## src/design/modular_exponentiation_macros.svh

```systemverilog
// Assertion macros shared by the modular exponentiation modules.
// No dependencies; included by the files that carry concurrent checks.
`ifndef MODULAR_EXPONENTIATION_MACROS_SVH
`define MODULAR_EXPONENTIATION_MACROS_SVH

// Same-cycle implication, disabled during reset.
`define MEXP_ASSERT_IMP(label, clk, rst, ante, cons) \
  label: assert property (@(posedge clk) disable iff (rst) (ante) |-> (cons)) \
    else $error("same-cycle implication check failed");

// Next-cycle implication, disabled during reset.
`define MEXP_ASSERT_NXT(label, clk, rst, ante, cons) \
  label: assert property (@(posedge clk) disable iff (rst) (ante) |=> (cons)) \
    else $error("next-cycle implication check failed");

`endif

```

## src/design/mexp_pkg.sv

```systemverilog
// Shared constants and types for the modular exponentiation core.
// No dependencies; imported by every module of the block.
package mexp_pkg;

  localparam int WORD_BITS_DEFAULT = 32;

  localparam int CFG_INDEX_BITS = 1;
  localparam logic [CFG_INDEX_BITS-1:0] REG_MODULUS  = 1'b0;
  localparam logic [CFG_INDEX_BITS-1:0] REG_EXPONENT = 1'b1;

  // Status of one serial modular multiplier.
  typedef struct packed {
    logic busy;
    logic done;
  } mm_stat_t;

endpackage

```

## src/design/mexp_mulmod.sv

```systemverilog
// Bit-serial interleaved modular multiplier: one bit of the multiplier per cycle.
// Depends on mexp_pkg and modular_exponentiation_macros.svh.
`include "modular_exponentiation_macros.svh"

module mexp_mulmod #(
  parameter int WORD_BITS = mexp_pkg::WORD_BITS_DEFAULT
) (
  input  logic                   clk,
  input  logic                   rst,
  input  logic                   start,
  input  logic [WORD_BITS-1:0]   a,
  input  logic [WORD_BITS-1:0]   b,
  input  logic [WORD_BITS-1:0]   m,
  output mexp_pkg::mm_stat_t     stat,
  output logic [WORD_BITS-1:0]   r
);
  import mexp_pkg::*;

  localparam int CW = $clog2(WORD_BITS + 1);

  logic             busy;
  logic             done;
  logic [CW-1:0]    cnt;
  logic [WORD_BITS-1:0] a_reg;
  logic [WORD_BITS-1:0] bsh;
  logic [WORD_BITS:0]   dbl;
  logic [WORD_BITS:0]   dbl_red;
  logic [WORD_BITS:0]   sum;
  logic [WORD_BITS:0]   m_ext;
  logic [WORD_BITS-1:0] r_next;

  // Each step doubles the partial remainder and adds a when the current
  // multiplier bit is set, reducing after the doubling and again after the addition.
  always_comb begin
    m_ext   = {1'b0, m};
    dbl     = {r, 1'b0};
    dbl_red = (dbl >= m_ext) ? (dbl - m_ext) : dbl;
    sum     = {1'b0, dbl_red[WORD_BITS-1:0]} +
              (bsh[WORD_BITS-1] ? {1'b0, a_reg} : '0);
    r_next  = (sum >= m_ext) ? WORD_BITS'(sum - m_ext) : sum[WORD_BITS-1:0];
  end

  always_ff @(posedge clk) begin
    if (rst) begin
      busy <= 1'b0;
      done <= 1'b0;
      cnt  <= '0;
    end else begin
      done <= 1'b0;
      if (start) begin
        busy  <= 1'b1;
        cnt   <= CW'(WORD_BITS);
        a_reg <= a;
        bsh   <= b;
        r     <= '0;
      end else if (busy) begin
        r   <= r_next;
        bsh <= {bsh[WORD_BITS-2:0], 1'b0};
        cnt <= cnt - CW'(1);
        if (cnt == CW'(1)) begin
          busy <= 1'b0;
          done <= 1'b1;
        end
      end
    end
  end

  assign stat.busy = busy;
  assign stat.done = done;

  `MEXP_ASSERT_IMP(a_start_idle, clk, rst, start, !busy)
  `MEXP_ASSERT_IMP(a_result_reduced, clk, rst, done && (m != '0), r < m)
  `MEXP_ASSERT_NXT(a_done_frees, clk, rst, done, !busy)

endmodule

```

## src/design/modular_exponentiation.sv

```systemverilog
// Right-to-left square-and-multiply modular exponentiation, one base per transaction.
// A new base is accepted only in the idle state, after the previous result has been loaded into
// the output register; that load waits while an earlier result is held with out_ready low.
// The base is first reduced, then each exponent bit is processed on two bit-serial
// modular multipliers. A zero exponent or zero modulus skips the multipliers and goes
// straight to the finish state. Reset sets modulus 1, exponent 0, no output.
`include "modular_exponentiation_macros.svh"

module modular_exponentiation #(
  parameter int WORD_BITS = mexp_pkg::WORD_BITS_DEFAULT
) (
  input  logic                                clk,
  input  logic                                rst,
  input  logic                                cfg_we,
  input  logic [mexp_pkg::CFG_INDEX_BITS-1:0] cfg_index,
  input  logic [WORD_BITS-1:0]                cfg_data,
  input  logic                                in_valid,
  output logic                                in_ready,
  input  logic [WORD_BITS-1:0]                base_value,
  output logic                                out_valid,
  input  logic                                out_ready,
  output logic [WORD_BITS-1:0]                power_result
);
  import mexp_pkg::*;

  localparam int SW = $clog2(WORD_BITS + 1);

  typedef enum logic [2:0] {
    ST_IDLE,
    ST_REDUCE,
    ST_STEP_GO,
    ST_STEP_WAIT,
    ST_FINISH
  } state_t;

  state_t               state;
  logic [WORD_BITS-1:0] modulus;
  logic [WORD_BITS-1:0] exponent;
  logic [WORD_BITS-1:0] e_sh;
  logic [WORD_BITS-1:0] b_cur;
  logic [WORD_BITS-1:0] acc;
  logic [SW-1:0]        step_cnt;

  logic                 accept;
  logic                 sq_start;
  logic [WORD_BITS-1:0] sq_a;
  logic [WORD_BITS-1:0] sq_b;
  logic [WORD_BITS-1:0] sq_r;
  mm_stat_t             sq_stat;
  logic                 mul_start;
  logic [WORD_BITS-1:0] mul_r;
  mm_stat_t             mul_stat;

  assign in_ready = (state == ST_IDLE);
  assign accept   = in_valid && in_ready;

  always_ff @(posedge clk) begin
    if (rst) begin
      modulus  <= WORD_BITS'(1);
      exponent <= '0;
    end else if (cfg_we) begin
      case (cfg_index)
        REG_MODULUS:  modulus  <= cfg_data;
        REG_EXPONENT: exponent <= cfg_data;
        default: ;
      endcase
    end
  end

  // The squaring unit also reduces the incoming base, as 1 times base mod m.
  always_comb begin
    sq_start  = 1'b0;
    sq_a      = b_cur;
    sq_b      = b_cur;
    mul_start = 1'b0;
    case (state)
      ST_IDLE: begin
        sq_start = accept && (exponent != '0) && (modulus != '0);
        sq_a     = WORD_BITS'(1);
        sq_b     = base_value;
      end
      ST_STEP_GO: begin
        sq_start  = 1'b1;
        mul_start = e_sh[0];
      end
      default: ;
    endcase
  end

  mexp_mulmod #(.WORD_BITS(WORD_BITS)) u_square (
    .clk   (clk),
    .rst   (rst),
    .start (sq_start),
    .a     (sq_a),
    .b     (sq_b),
    .m     (modulus),
    .stat  (sq_stat),
    .r     (sq_r)
  );

  mexp_mulmod #(.WORD_BITS(WORD_BITS)) u_multiply (
    .clk   (clk),
    .rst   (rst),
    .start (mul_start),
    .a     (acc),
    .b     (b_cur),
    .m     (modulus),
    .stat  (mul_stat),
    .r     (mul_r)
  );

  always_ff @(posedge clk) begin
    if (rst) begin
      state     <= ST_IDLE;
      out_valid <= 1'b0;
      step_cnt  <= '0;
    end else begin
      // In the finish state the output register is handled below.
      if (out_valid && out_ready && (state != ST_FINISH)) begin
        out_valid <= 1'b0;
      end
      case (state)
        ST_IDLE: begin
          if (accept) begin
            if (exponent == '0) begin
              acc   <= WORD_BITS'(1);
              state <= ST_FINISH;
            end else if (modulus == '0) begin
              acc   <= '0;
              state <= ST_FINISH;
            end else begin
              acc   <= (modulus == WORD_BITS'(1)) ? '0 : WORD_BITS'(1);
              e_sh  <= exponent;
              state <= ST_REDUCE;
            end
          end
        end
        ST_REDUCE: begin
          if (sq_stat.done) begin
            b_cur    <= sq_r;
            step_cnt <= SW'(WORD_BITS);
            state    <= ST_STEP_GO;
          end
        end
        ST_STEP_GO: begin
          state <= ST_STEP_WAIT;
        end
        ST_STEP_WAIT: begin
          if (sq_stat.done) begin
            b_cur    <= sq_r;
            if (e_sh[0]) begin
              acc <= mul_r;
            end
            e_sh     <= {1'b0, e_sh[WORD_BITS-1:1]};
            step_cnt <= step_cnt - SW'(1);
            state    <= (step_cnt == SW'(1)) ? ST_FINISH : ST_STEP_GO;
          end
        end
        ST_FINISH: begin
          if (!out_valid || out_ready) begin
            out_valid    <= 1'b1;
            power_result <= acc;
            state        <= ST_IDLE;
          end
        end
        default: state <= ST_IDLE;
      endcase
    end
  end

  `MEXP_ASSERT_NXT(a_accept_busy, clk, rst, in_valid && in_ready, !in_ready)
  `MEXP_ASSERT_IMP(a_units_lockstep, clk, rst, mul_stat.done, sq_stat.done)
  `MEXP_ASSERT_IMP(a_done_expected, clk, rst, sq_stat.done, (state == ST_REDUCE) || (state == ST_STEP_WAIT))

endmodule
```

## config.mk

```make
export PLATFORM = sky130hd
export DESIGN_NAME = modular_exponentiation
export DESIGN_NICKNAME = d
export VERILOG_FILES = /design/src/design/mexp_pkg.sv /design/src/design/mexp_mulmod.sv /design/src/design/modular_exponentiation.sv
export VERILOG_INCLUDE_DIRS = /design/src /design/src/design
export SDC_FILE = /design/constraint.sdc
export NUM_CORES = 1
export LEC_CHECK = 0
export BUFFER_PORTS_ARGS = -buffer_cell sky130_fd_sc_hd__buf_2
export CAP_MARGIN = 20
export CORE_ASPECT_RATIO = 1.2
export CORE_MARGIN = 1.5
export CORE_UTILIZATION = 55
export DETAILED_ROUTE_END_ITERATION = 10
export GPL_ROUTABILITY_DRIVEN = 1
export PLACE_DENSITY = 0.72
export SYNTH_ARGS = -nofsm -noshare
export SYNTH_HDL_FRONTEND = slang
export SYNTH_SLANG_ARGS = --single-unit
```

## constraint.sdc

```tcl
create_clock -name clk -period 15.5 [get_ports clk]
set_clock_uncertainty 0.2 [all_clocks]
set_input_delay 3.1 -clock clk [delete_from_list [all_inputs] [get_ports clk]]
set_output_delay 3.1 -clock clk [all_outputs]
set_load 0.02 [all_outputs]
```

# Yosys cells after proc, flatten, opt, wreduce, memory -nomap -nowiden
# Index checks and enable logic that the tools add are counted.
[word_totals] output_inout_bits=34 elab_cells=138 in_bits=70 reg_bits=409
[op_classes] n_addsub=9 muxes=52 bitwise_logic=3 n_lt_le_gt_ge=4 n_reduce_logical=32 n_eq_ne=16
[ops] operator="$mux W32" n=20
[ops] operator="$ge A33 B32 Y1" n=4
[ops] operator="$pmux W32 S2" n=2
[ops] operator="$sub A32 B32 Y32" n=4
[ops] operator="$add A32 B32 Y33" n=2
[ops] operator="$logic_not A32 Y1" n=2
[ops] operator="$reduce_bool A32 Y1" n=2
[ops] operator="$mux W6" n=6
[ops] operator="$eq A32 B1 Y1 const B" n=1
[ops] operator="$mux W3" n=7
[ops] operator="$eq A6 B1 Y1 const B" n=3
[ops] operator="$sub A6 B1 Y6 const B" n=3
[ops] operator="$pmux W3 S5" n=1
[ops] operator="$mux W1" n=14
[ops] operator="$pmux W6 S2" n=1
[ops] operator="$reduce_and A2 Y1" n=6
[ops] operator="$reduce_and A3 Y1" n=3
[ops] operator="$ne A2 B2 Y1 const B" n=4
[ops] operator="$reduce_bool A2 Y1" n=4
[ops] operator="$eq A3 B2 Y1 const B" n=2
[ops] operator="$ne A2 B1 Y1 const B" n=3
[ops] operator="$reduce_and A6 Y1" n=1
[ops] operator="$reduce_or A2 Y1" n=3
[ops] operator="$logic_and A1 B1 Y1" n=5
[ops] operator="11 further kinds" n=13

# Longest topological paths before layout
# Gate-level depths: netlist of the first run.
[depth] depth_word=7 depth_mapped=37 depth_no_buf=33

# Cells and area by module
# From an unflattened synthesis of the first run, not the netlist that was laid out.
[hier_totals] hier_cells=2884 hier_area_um2=27503.9
[by_module_without_submodules] mod="mexp_mulmod (u_square)" instances=1 seq_area_each_um2=3042.9 cells_each=1081 area_each_um2=9831.9
[by_module_without_submodules] mod="mexp_mulmod (u_multiply)" instances=1 seq_area_each_um2=3042.9 cells_each=1078 area_each_um2=9780.6
[by_module_without_submodules] mod="modular_exponentiation" instances=1 seq_area_each_um2=5325.1 cells_each=725 area_each_um2=7891.3

# Worst setup path after synthesis of the first run
# OpenSTA, ideal clock, no wires.
[synth_timing] kind="register to register" from="reg modulus[1]" to="reg u_multiply.r[23], data pin" t_required_ns=15.153 n_path_buf=4 setup_time_ns=0.147 arrival_time_ns=7.138 path_stages_with_launch=38 period_less_slack_ns=7.485 path_slack_ns=8.015 path_cell_list="dfxtp_1 > inv_1 > ha_1 > nor2b_1 > o31a_1 > o31a_1 > o211ai_1 > a31oi_1 > nor3_1 > o21ai_1 > a21oi_1 > buf_2 > buf_2 > nor2_1 > ha_1 > inv_1 > fa_1 > nor2b_1 > [2 not listed] > o211ai_1 > a311o_1 > a41oi_1 > nor3_1 > nor2_1 > xnor2_1 > ha_1 > clkbuf_1 > nand4_1 > or2_2 > nor2_1 > nand2_1 > nor4_1 > nor2_1 > o221ai_1 > clkbuf_1 > o31ai_1 > a21oi_1"
[synth_via] elab_chain_cells=6 word_cells_on_any_way=8 cone_classes="add/sub: 3; order compare: 2; mux: 3"
[synth_rtl] item="start, declared" line="modular_exponentiation.sv:37" source="logic [WORD_BITS-1:0] modulus;"
[synth_rtl] item="start signal, assigned" line="modular_exponentiation.sv:63" source="REG_MODULUS: modulus <= cfg_data;"
[synth_rtl] item="$sub A32 B32 Y32 or $ge A33 B32 Y1 (tied branches)" line="mexp_mulmod.sv:37" source="dbl_red = (dbl >= m_ext) ? (dbl - m_ext) : dbl;"
[synth_rtl] item="$mux W32" line="mexp_mulmod.sv:37"
[synth_rtl] item="$add A32 B32 Y33" line="mexp_mulmod.sv:38" source="sum = {1'b0, dbl_red[WORD_BITS-1:0]} +"
[synth_rtl] item="$sub A32 B32 Y32 or $ge A33 B32 Y1 (tied branches)" line="mexp_mulmod.sv:40" source="r_next = (sum >= m_ext) ? WORD_BITS'(sum - m_ext) : sum[WORD_BITS-1:0];"
[synth_rtl] item="$mux W32 *" line="mexp_mulmod.sv:40"
[synth_rtl] item="$mux W32 *" line="mexp_mulmod.sv:56" source="end else if (busy) begin"
[synth_rtl] item="end signal, assigned" line="mexp_mulmod.sv:57" source="r <= r_next;"
[synth_rtl] item="end, declared" line="mexp_mulmod.sv:15" source="output logic [WORD_BITS-1:0] r"
# Every way passes the cells marked *; elsewhere a longest branch is shown, timed or not. The select of a mux whose other input is x is not followed.
# A chain may end at the register's enable or synchronous reset.

# Final worst setup path of the first run
[layout_timing] from="reg modulus[1]" to="reg u_multiply.r[0], data pin"
[layout_via] elab_chain_cells=6 word_cells_on_any_way=8 cone_classes="add/sub: 3; order compare: 2; mux: 3"
[layout_rtl] item="$ge A33 B32 Y1 or $sub A32 B32 Y32 (tied branches)" line="mexp_mulmod.sv:37"
[layout_rtl] item="$mux W32" line="mexp_mulmod.sv:37"
[layout_rtl] item="$add A32 B32 Y33" line="mexp_mulmod.sv:38"
[layout_rtl] item="$sub A32 B32 Y32 or $ge A33 B32 Y1 (tied branches)" line="mexp_mulmod.sv:40"
[layout_rtl] item="$mux W32 *" line="mexp_mulmod.sv:40"
[layout_rtl] item="$mux W32 *" line="mexp_mulmod.sv:56"
# Marked as above.

==> flow_metrics.env, run 1 <==
export IMPL_ios=104
export IMPL_synth_top_family_by_area="simple AND/OR/NAND/NOR gates"
export IMPL_ys_seq_area_share_pct=42.66
export IMPL_status="finished, final reports clean"
export IMPL_clockRootBuffer="clkbuf_16"
export IMPL_cts_tree="built"
export IMPL_holdBufCountCts=0
export IMPL_final_fill_count=4127
export IMPL_critPathMaxFanout=54
export IMPL_gp_congestion=0.9708
export IMPL_grt_pass1_wl_um=120800
export IMPL_finalHoldViolCount=0
export IMPL_die_area_um2=49890
export IMPL_drive_gt1_share_pct=7.735
export IMPL_max_stage_delay_ps=510
export IMPL_synth_fa_ha_area_share_pct=9.727
export IMPL_numClockSinks=409
export IMPL_nNetsFinal=3278
export IMPL_routedWlPerCell_um=21.34
export IMPL_crit_path_top_delay_cell="nor4_1"
export IMPL_die_h_um=244.4
export IMPL_synth_edf_count=320
export IMPL_max_slew_margin_rel_pct=30.89
export IMPL_ant_nets=0
export IMPL_clk_pin_slew_ps=60
export IMPL_avgSynthCellArea_um2=9.040
export IMPL_path_class="flip-flop to flip-flop"
export IMPL_antenna_found_initial=1
export IMPL_viasPerCell=6.082
export IMPL_yosys_area_share_simple_pct=20.03
export IMPL_start_util_pct=55.62
export IMPL_remaining_drc_errors=0
export IMPL_numCtsBuffers=45
export IMPL_synth_compound_area_share_pct=17.98
export IMPL_drtIter0Drc=1847
export IMPL_ys_seq_elements=409
export IMPL_syn_nets=3228
export IMPL_drv_cap=0
export IMPL_fin_crit_sh_pct=64.97
export IMPL_worst_pin_slew_ps=1037
export IMPL_row_count=88
export IMPL_postCtsSetupBuffers=0
export IMPL_arrival_ps=10280
export IMPL_vias=22310
export IMPL_muxShareOfSynthArea_pct=0.8856
export IMPL_crit_path_start_kind="flip-flop"
export IMPL_setup_viol=0
export IMPL_worstHoldPathType="flip-flop to flip-flop"
export IMPL_grt_overflow=0
export IMPL_grt_max_degree=92
export IMPL_synthCells=2954
export IMPL_mostFrequentLayoutCells="nand2_1, edfxtp_1, a21oi_1, ha_1, nor2_1"
export IMPL_syn2layout_area_growth_pct=10.03
export IMPL_fmax_mhz=99.31
export IMPL_r2r_cells=34
export IMPL_detail_route_first_pass_iterations=6
export IMPL_ys_async_sr_fraction_pct=0
export IMPL_rsz0062_at_grt="no"
export IMPL_core_area_um2=48010
export IMPL_cts_buffer_depth=3
export IMPL_clock_latency_ps=600
export IMPL_yosysWarnings=0
export IMPL_worstPathRequired_ps=15710
export IMPL_dp_hpwl_um=59440
export IMPL_grt_pass1_vias=21820
export IMPL_synth_xor_area_share_pct=5.576
export IMPL_insertedDiodeCount=0
export IMPL_io_buffer_count=103
export IMPL_setup_tns_ps=0
export IMPL_min_period_ps=10070
export IMPL_grt_use_total_pct=31.36
export IMPL_postCtsResizedCells=0
export IMPL_crit_path_frequent_cell="nor2_1"
export IMPL_die_x_um=204.1
export IMPL_drv_slew=0
export IMPL_synth_ff_type="edfxtp_1"
export IMPL_wirelength_um=78280
export IMPL_ys_types=75
export IMPL_h_tree_depth=2
export IMPL_hold_path_cell_count=0
export IMPL_reg2reg_slack_ps=5430
export IMPL_synthesis_area_um2=26700
export IMPL_final_common_cell="nand2_1"
export IMPL_endpoint_kind="flip-flop"
-- stage by stage --
step / utilization (%) / std cells / hold WS, ps / setup WS (ps) / instance area [µm²]
2_1_floorplan: - / 2954 / 221.5 / 8015 / 26700
3_3_place_gp: 57.84 / 3584 / 224.2 / 5639 / 27770
3_5_place_dp: 57.84 / 3584 / 231.2 / 5602 / 27770
4_1_cts: 61.08 / 3665 / 247.6 / 5547 / 29320
5_1_grt: 61.20 / 3668 / 262.3 / 4736 / 29380
6_report: 61.20 / 3668 / 245.9 / 5430 / 29380
-- synthesized netlist by cell type (11+ instances only) --
cell | number | area, µm²
clkbuf_1 | 113 | 424.2
nor2b_1 | 63 | 394.1
xnor2_1 | 106 | 928.4
a21o_1 | 100 | 750.7
a211oi_1 | 26 | 195.2
o31ai_1 | 38 | 285.3
o21ai_1 | 43 | 215.2
and2_1 | 74 | 462.9
nand2b_1 | 31 | 193.9
o21bai_1 | 16 | 120.1
nor4_1 | 28 | 175.2
a21oi_1 | 311 | 1556
ha_1 | 198 | 2477
xor2_1 | 64 | 560.5
buf_2 | 14 | 70.07
nand4_1 | 32 | 200.2
dfxtp_1 | 89 | 1782
mux2_1 | 13 | 146.4
a31oi_1 | 20 | 125.1
inv_1 | 89 | 334.1
o21a_1 | 24 | 180.2
edfxtp_1 | 320 | 9609
o211ai_1 | 11 | 82.58
nand3_1 | 73 | 365.4
nor2_1 | 165 | 619.3
nor3_1 | 48 | 240.2
o21ai_0 | 112 | 560.5
and3_1 | 56 | 350.3
nand2_1 | 537 | 2016
-- layer usage --
layer	share of wire [%]	global-route usage [%]
met1	39	36.68
met2	50	55.19
met3	4.9	4.331
met4	5.9	17.06
met5	0.017	0
-- worst paths after layout --
check	start	to
worst max register to register	modulus[1]	u_multiply.r[0]
worst min-delay path	acc[28]	u_multiply.a_reg[28]
worst min register to register	acc[28]	u_multiply.a_reg[28]
worst max-delay path	modulus[1]	u_multiply.r[0]
-- kinds of logic (layout without fill, tap and decap cells) --
logic type	after synthesis	count (layout)
xor+xnor	170	170
compound gates	782	782
simple gates	1149	1149
mux	22	22
buf+inv	218	302
fa+ha+maj	204	204
flops	409	409
-- cell type report --
class / count / area (µm²) / area share (%)
inverter: 90 / 337.8 / 1.150
sequential: 409 / 11390 / 38.77
timing repair buffer: 131 / 763.2 / 2.598
tap: 630 / 788.3 / 2.683
clock inverter: 26 / 352.8 / 1.201
multi-input combinational: 2327 / 14540 / 49.50
clock buffer: 55 / 1205 / 4.101
-- worst max-delay path: cells and delay by family (launching register included) --
family	cells	cell delay [ps]
compound gates	13	3490
simple gates	12	2460
buf+inv	4	1240
fa+ha+maj	3	1220
flops	1	460
mux	1	390
xor+xnor	1	340
Power of run 1 is left out: the tool's default activity adds up to more than one toggle a clock period on the data nets, which glitch-free logic cannot reach.
==> run 2, diff against run 1 <==
--- a/config.mk
+++ b/config.mk
@@ -6,6 +6,7 @@
 export SDC_FILE = /design/constraint.sdc
 export NUM_CORES = 1
 export LEC_CHECK = 0
+export ABC_AREA = 1
 export BUFFER_PORTS_ARGS = -buffer_cell sky130_fd_sc_hd__buf_2
 export CAP_MARGIN = 20
 export CORE_ASPECT_RATIO = 1.2
@@ -13,7 +14,7 @@
 export CORE_UTILIZATION = 55
 export DETAILED_ROUTE_END_ITERATION = 10
 export GPL_ROUTABILITY_DRIVEN = 1
-export PLACE_DENSITY = 0.72
+export PLACE_DENSITY = 0.75
 export SYNTH_ARGS = -nofsm -noshare
 export SYNTH_HDL_FRONTEND = slang
 export SYNTH_SLANG_ARGS = --single-unit
==> constraint.sdc (replaced) <==
create_clock -name clk -period 8.5 [get_ports clk]
set_clock_uncertainty 0.2 [all_clocks]
set_input_delay 1.7 -clock clk [delete_from_list [all_inputs] [get_ports clk]]
set_output_delay 1.7 -clock clk [all_outputs]
set_load 0.02 [all_outputs]
==> flow_metrics.env, run 2 <==
export IMPL_max_slew_margin_rel_pct=31.68
export IMPL_r2r_cells=37
export IMPL_crit_path_start_kind="flip-flop"
export IMPL_wirelength_um=116800
export IMPL_synth_ff_type="edfxtp_1"
export IMPL_setup_viol=0
export IMPL_holdBufCountCts=0
export IMPL_syn_nets=5010
export IMPL_die_x_um=221.9
export IMPL_avgSynthCellArea_um2=6.677
export IMPL_synthCells=4736
export IMPL_ios=104
export IMPL_endpoint_kind="flip-flop"
export IMPL_row_count=96
export IMPL_crit_path_top_delay_cell="nand2_2"
export IMPL_setup_tns_ps=0
export IMPL_final_common_cell="nand2_1"
export IMPL_drv_cap=0
export IMPL_status="finished, final reports clean"
export IMPL_max_stage_delay_ps=560
export IMPL_clk_pin_slew_ps=60
export IMPL_clock_latency_ps=590
export IMPL_synthesis_area_um2=31620
export IMPL_worstHoldPathType="flip-flop to flip-flop"
export IMPL_rr_startpoint="modulus[28]"
export IMPL_worst_pin_slew_ps=1024
export IMPL_yosys_area_top_type="edfxtp_1"
export IMPL_ant_nets=0
export IMPL_remaining_drc_errors=0
export IMPL_hold_path_cell_count=0
export IMPL_worstPathRequired_ps=8650
export IMPL_seq_area_um2=11390
export IMPL_muxShareOfSynthArea_pct=0
export IMPL_post_synth_top_area_fraction_pct=30.39
export IMPL_dp_hpwl_um=94560
export IMPL_min_to="u_multiply.a_reg[2]"
export IMPL_viasPerCell=5.506
export IMPL_fmax_mhz=129.1
export IMPL_grt_max_degree=88
export IMPL_fin_crit_sh_pct=91.14
export IMPL_cp_depth=37
export IMPL_rsz0062_at_grt="no"
export IMPL_io_buffer_count=103
export IMPL_path_class="flip-flop to flip-flop"
export IMPL_synth_xor_area_share_pct=2.465
export IMPL_synth_edf_count=320
export IMPL_die_area_um2=58950
export IMPL_clockRootBuffer="clkbuf_16"
export IMPL_grt_pass1_wl_um=172900
export IMPL_finalHoldViolCount=0
export IMPL_dp_cells=5517
export IMPL_drv_slew=0
export IMPL_final_area_um2=34360
export IMPL_postCtsSetupBuffers=0
export IMPL_cts_buffer_depth=3
export IMPL_h_tree_depth=2
export IMPL_vias=30830
export IMPL_min_period_ps=7746
export IMPL_yosysWarnings=0
export IMPL_final_fill_count=5514
export IMPL_fin_util_pct=60.23
export IMPL_post_synth_top_count_cell="nand2_1"
export IMPL_detail_route_first_pass_iterations=6
export IMPL_syn2layout_area_growth_pct=8.669
export IMPL_drive_gt1_share_pct=6.602
export IMPL_ys_types=46
export IMPL_antenna_found_initial=2
export IMPL_multi_input_area_um2=17000
export IMPL_synth_fa_ha_area_share_pct=8.214
export IMPL_grt_pass1_vias=29200
export IMPL_gp_congestion=1.071
export IMPL_postCtsResizedCells=0
export IMPL_arrival_ps=7890
export IMPL_ys_seq_elements=409
export IMPL_path_buf_inv=6
export IMPL_core_area_um2=57050
export IMPL_start_util_pct=55.42
export IMPL_grt_use_total_pct=39.35
export IMPL_numCtsBuffers=43
export IMPL_holdCritStartpoint="acc[2]"
export IMPL_final_cells=5599
export IMPL_drtIter0Drc=2535
export IMPL_reg2reg_slack_ps=750
export IMPL_synth_common_cells="nand2_1, inv_1, nor2_1, edfxtp_1, nand3_1"
export IMPL_crit_path_frequent_cell="nand2_1"
export IMPL_crit_family="simple AND/OR/NAND/NOR gates"
export IMPL_synth_compound_area_share_pct=8.052
export IMPL_routedWlPerCell_um=20.87
export IMPL_cts_tree="built"
export IMPL_mostFrequentLayoutCells="nand2_1, inv_1, nor2_1, edfxtp_1, nand3_1"
export IMPL_critPathMaxFanout=58
export IMPL_synth_top_family_by_area="simple AND/OR/NAND/NOR gates"
export IMPL_nNetsFinal=5101
export IMPL_yosys_area_share_simple_pct=34.86
export IMPL_numClockSinks=409
export IMPL_regToRegEndpoint="u_multiply.r[3]"
export IMPL_ys_async_sr_fraction_pct=0
export IMPL_ys_seq_area_share_pct=36.02
export IMPL_placed_cell_area_um2=32930
export IMPL_die_h_um=265.7
export IMPL_grt_overflow=0
export IMPL_ys_top_cells_by_area="edfxtp_1, nand2_1, inv_1, ha_1, nor2_1"
[run 2: worst max-delay path by stage]
stage,from,slack [ps],to
2_1_floorplan,rst,2980,u_multiply.bsh[0]
3_3_place_gp,modulus[28],1100,u_multiply.r[9]
3_5_place_dp,modulus[28],990,u_multiply.r[11]
4_1_cts,modulus[28],940,u_multiply.r[11]
5_1_grt,modulus[28],360,u_multiply.r[16]
6_report,modulus[28],750,u_multiply.r[3]
[run 2: layout make-up]
class,count,area share [%]
multi-input cells,3484,49.46
flip-flops and latches,409,33.15
inverters,750,8.193
clock buffers,57,3.557
well taps,735,2.676
repair buffers,139,2.359
clock inverters,23,0.5862
diodes,2,0.01456
[run 2: stage by stage]
| step | worst slack (ps) | hold slack, ps |
|---|---|---|
| floorplan | 2984 | 221.5 |
| global route | 356.6 | 250.3 |
| global placement | 1097 | 222.6 |
| detailed placement | 988.7 | 231.1 |
| finish | 753.5 | 244.8 |
| CTS | 938.7 | 245.5 |
[run 2: cell families after synthesis]
logic type	count (synthesis)
XOR/XNOR	89
AO/OA/AOI/OAI	480
AND/OR/NAND/NOR	2711
adder cells (fa/ha/maj)	204
buffers and inverters	843
flip-flops	409
[run 2: routing by layer]
| layer | GRT usage (%) | wire (µm) | vias to the layer above |
|---|---|---|---|
| li1 | - | - | 15130 |
| met1 | 42.81 | 42180 | 14020 |
| met2 | 69.29 | 56630 | 1264 |
| met3 | 5.357 | 7371 | 420 |
| met4 | 30.91 | 10640 | 2 |
| met5 | 0 | 11 | - |
[run 2: worst reg2reg max path, delay by kind of cell, from the launching register on]
| family | cells | cell delay [ps] |
|---|---|---|
| AO/OA/AOI/OAI | 2 | 430 |
| adder cells (fa/ha/maj) | 4 | 1460 |
| buffers and inverters | 6 | 1110 |
| flip-flops | 1 | 310 |
| AND/OR/NAND/NOR | 25 | 4020 |
Power of run 2 is left out for the same reason.
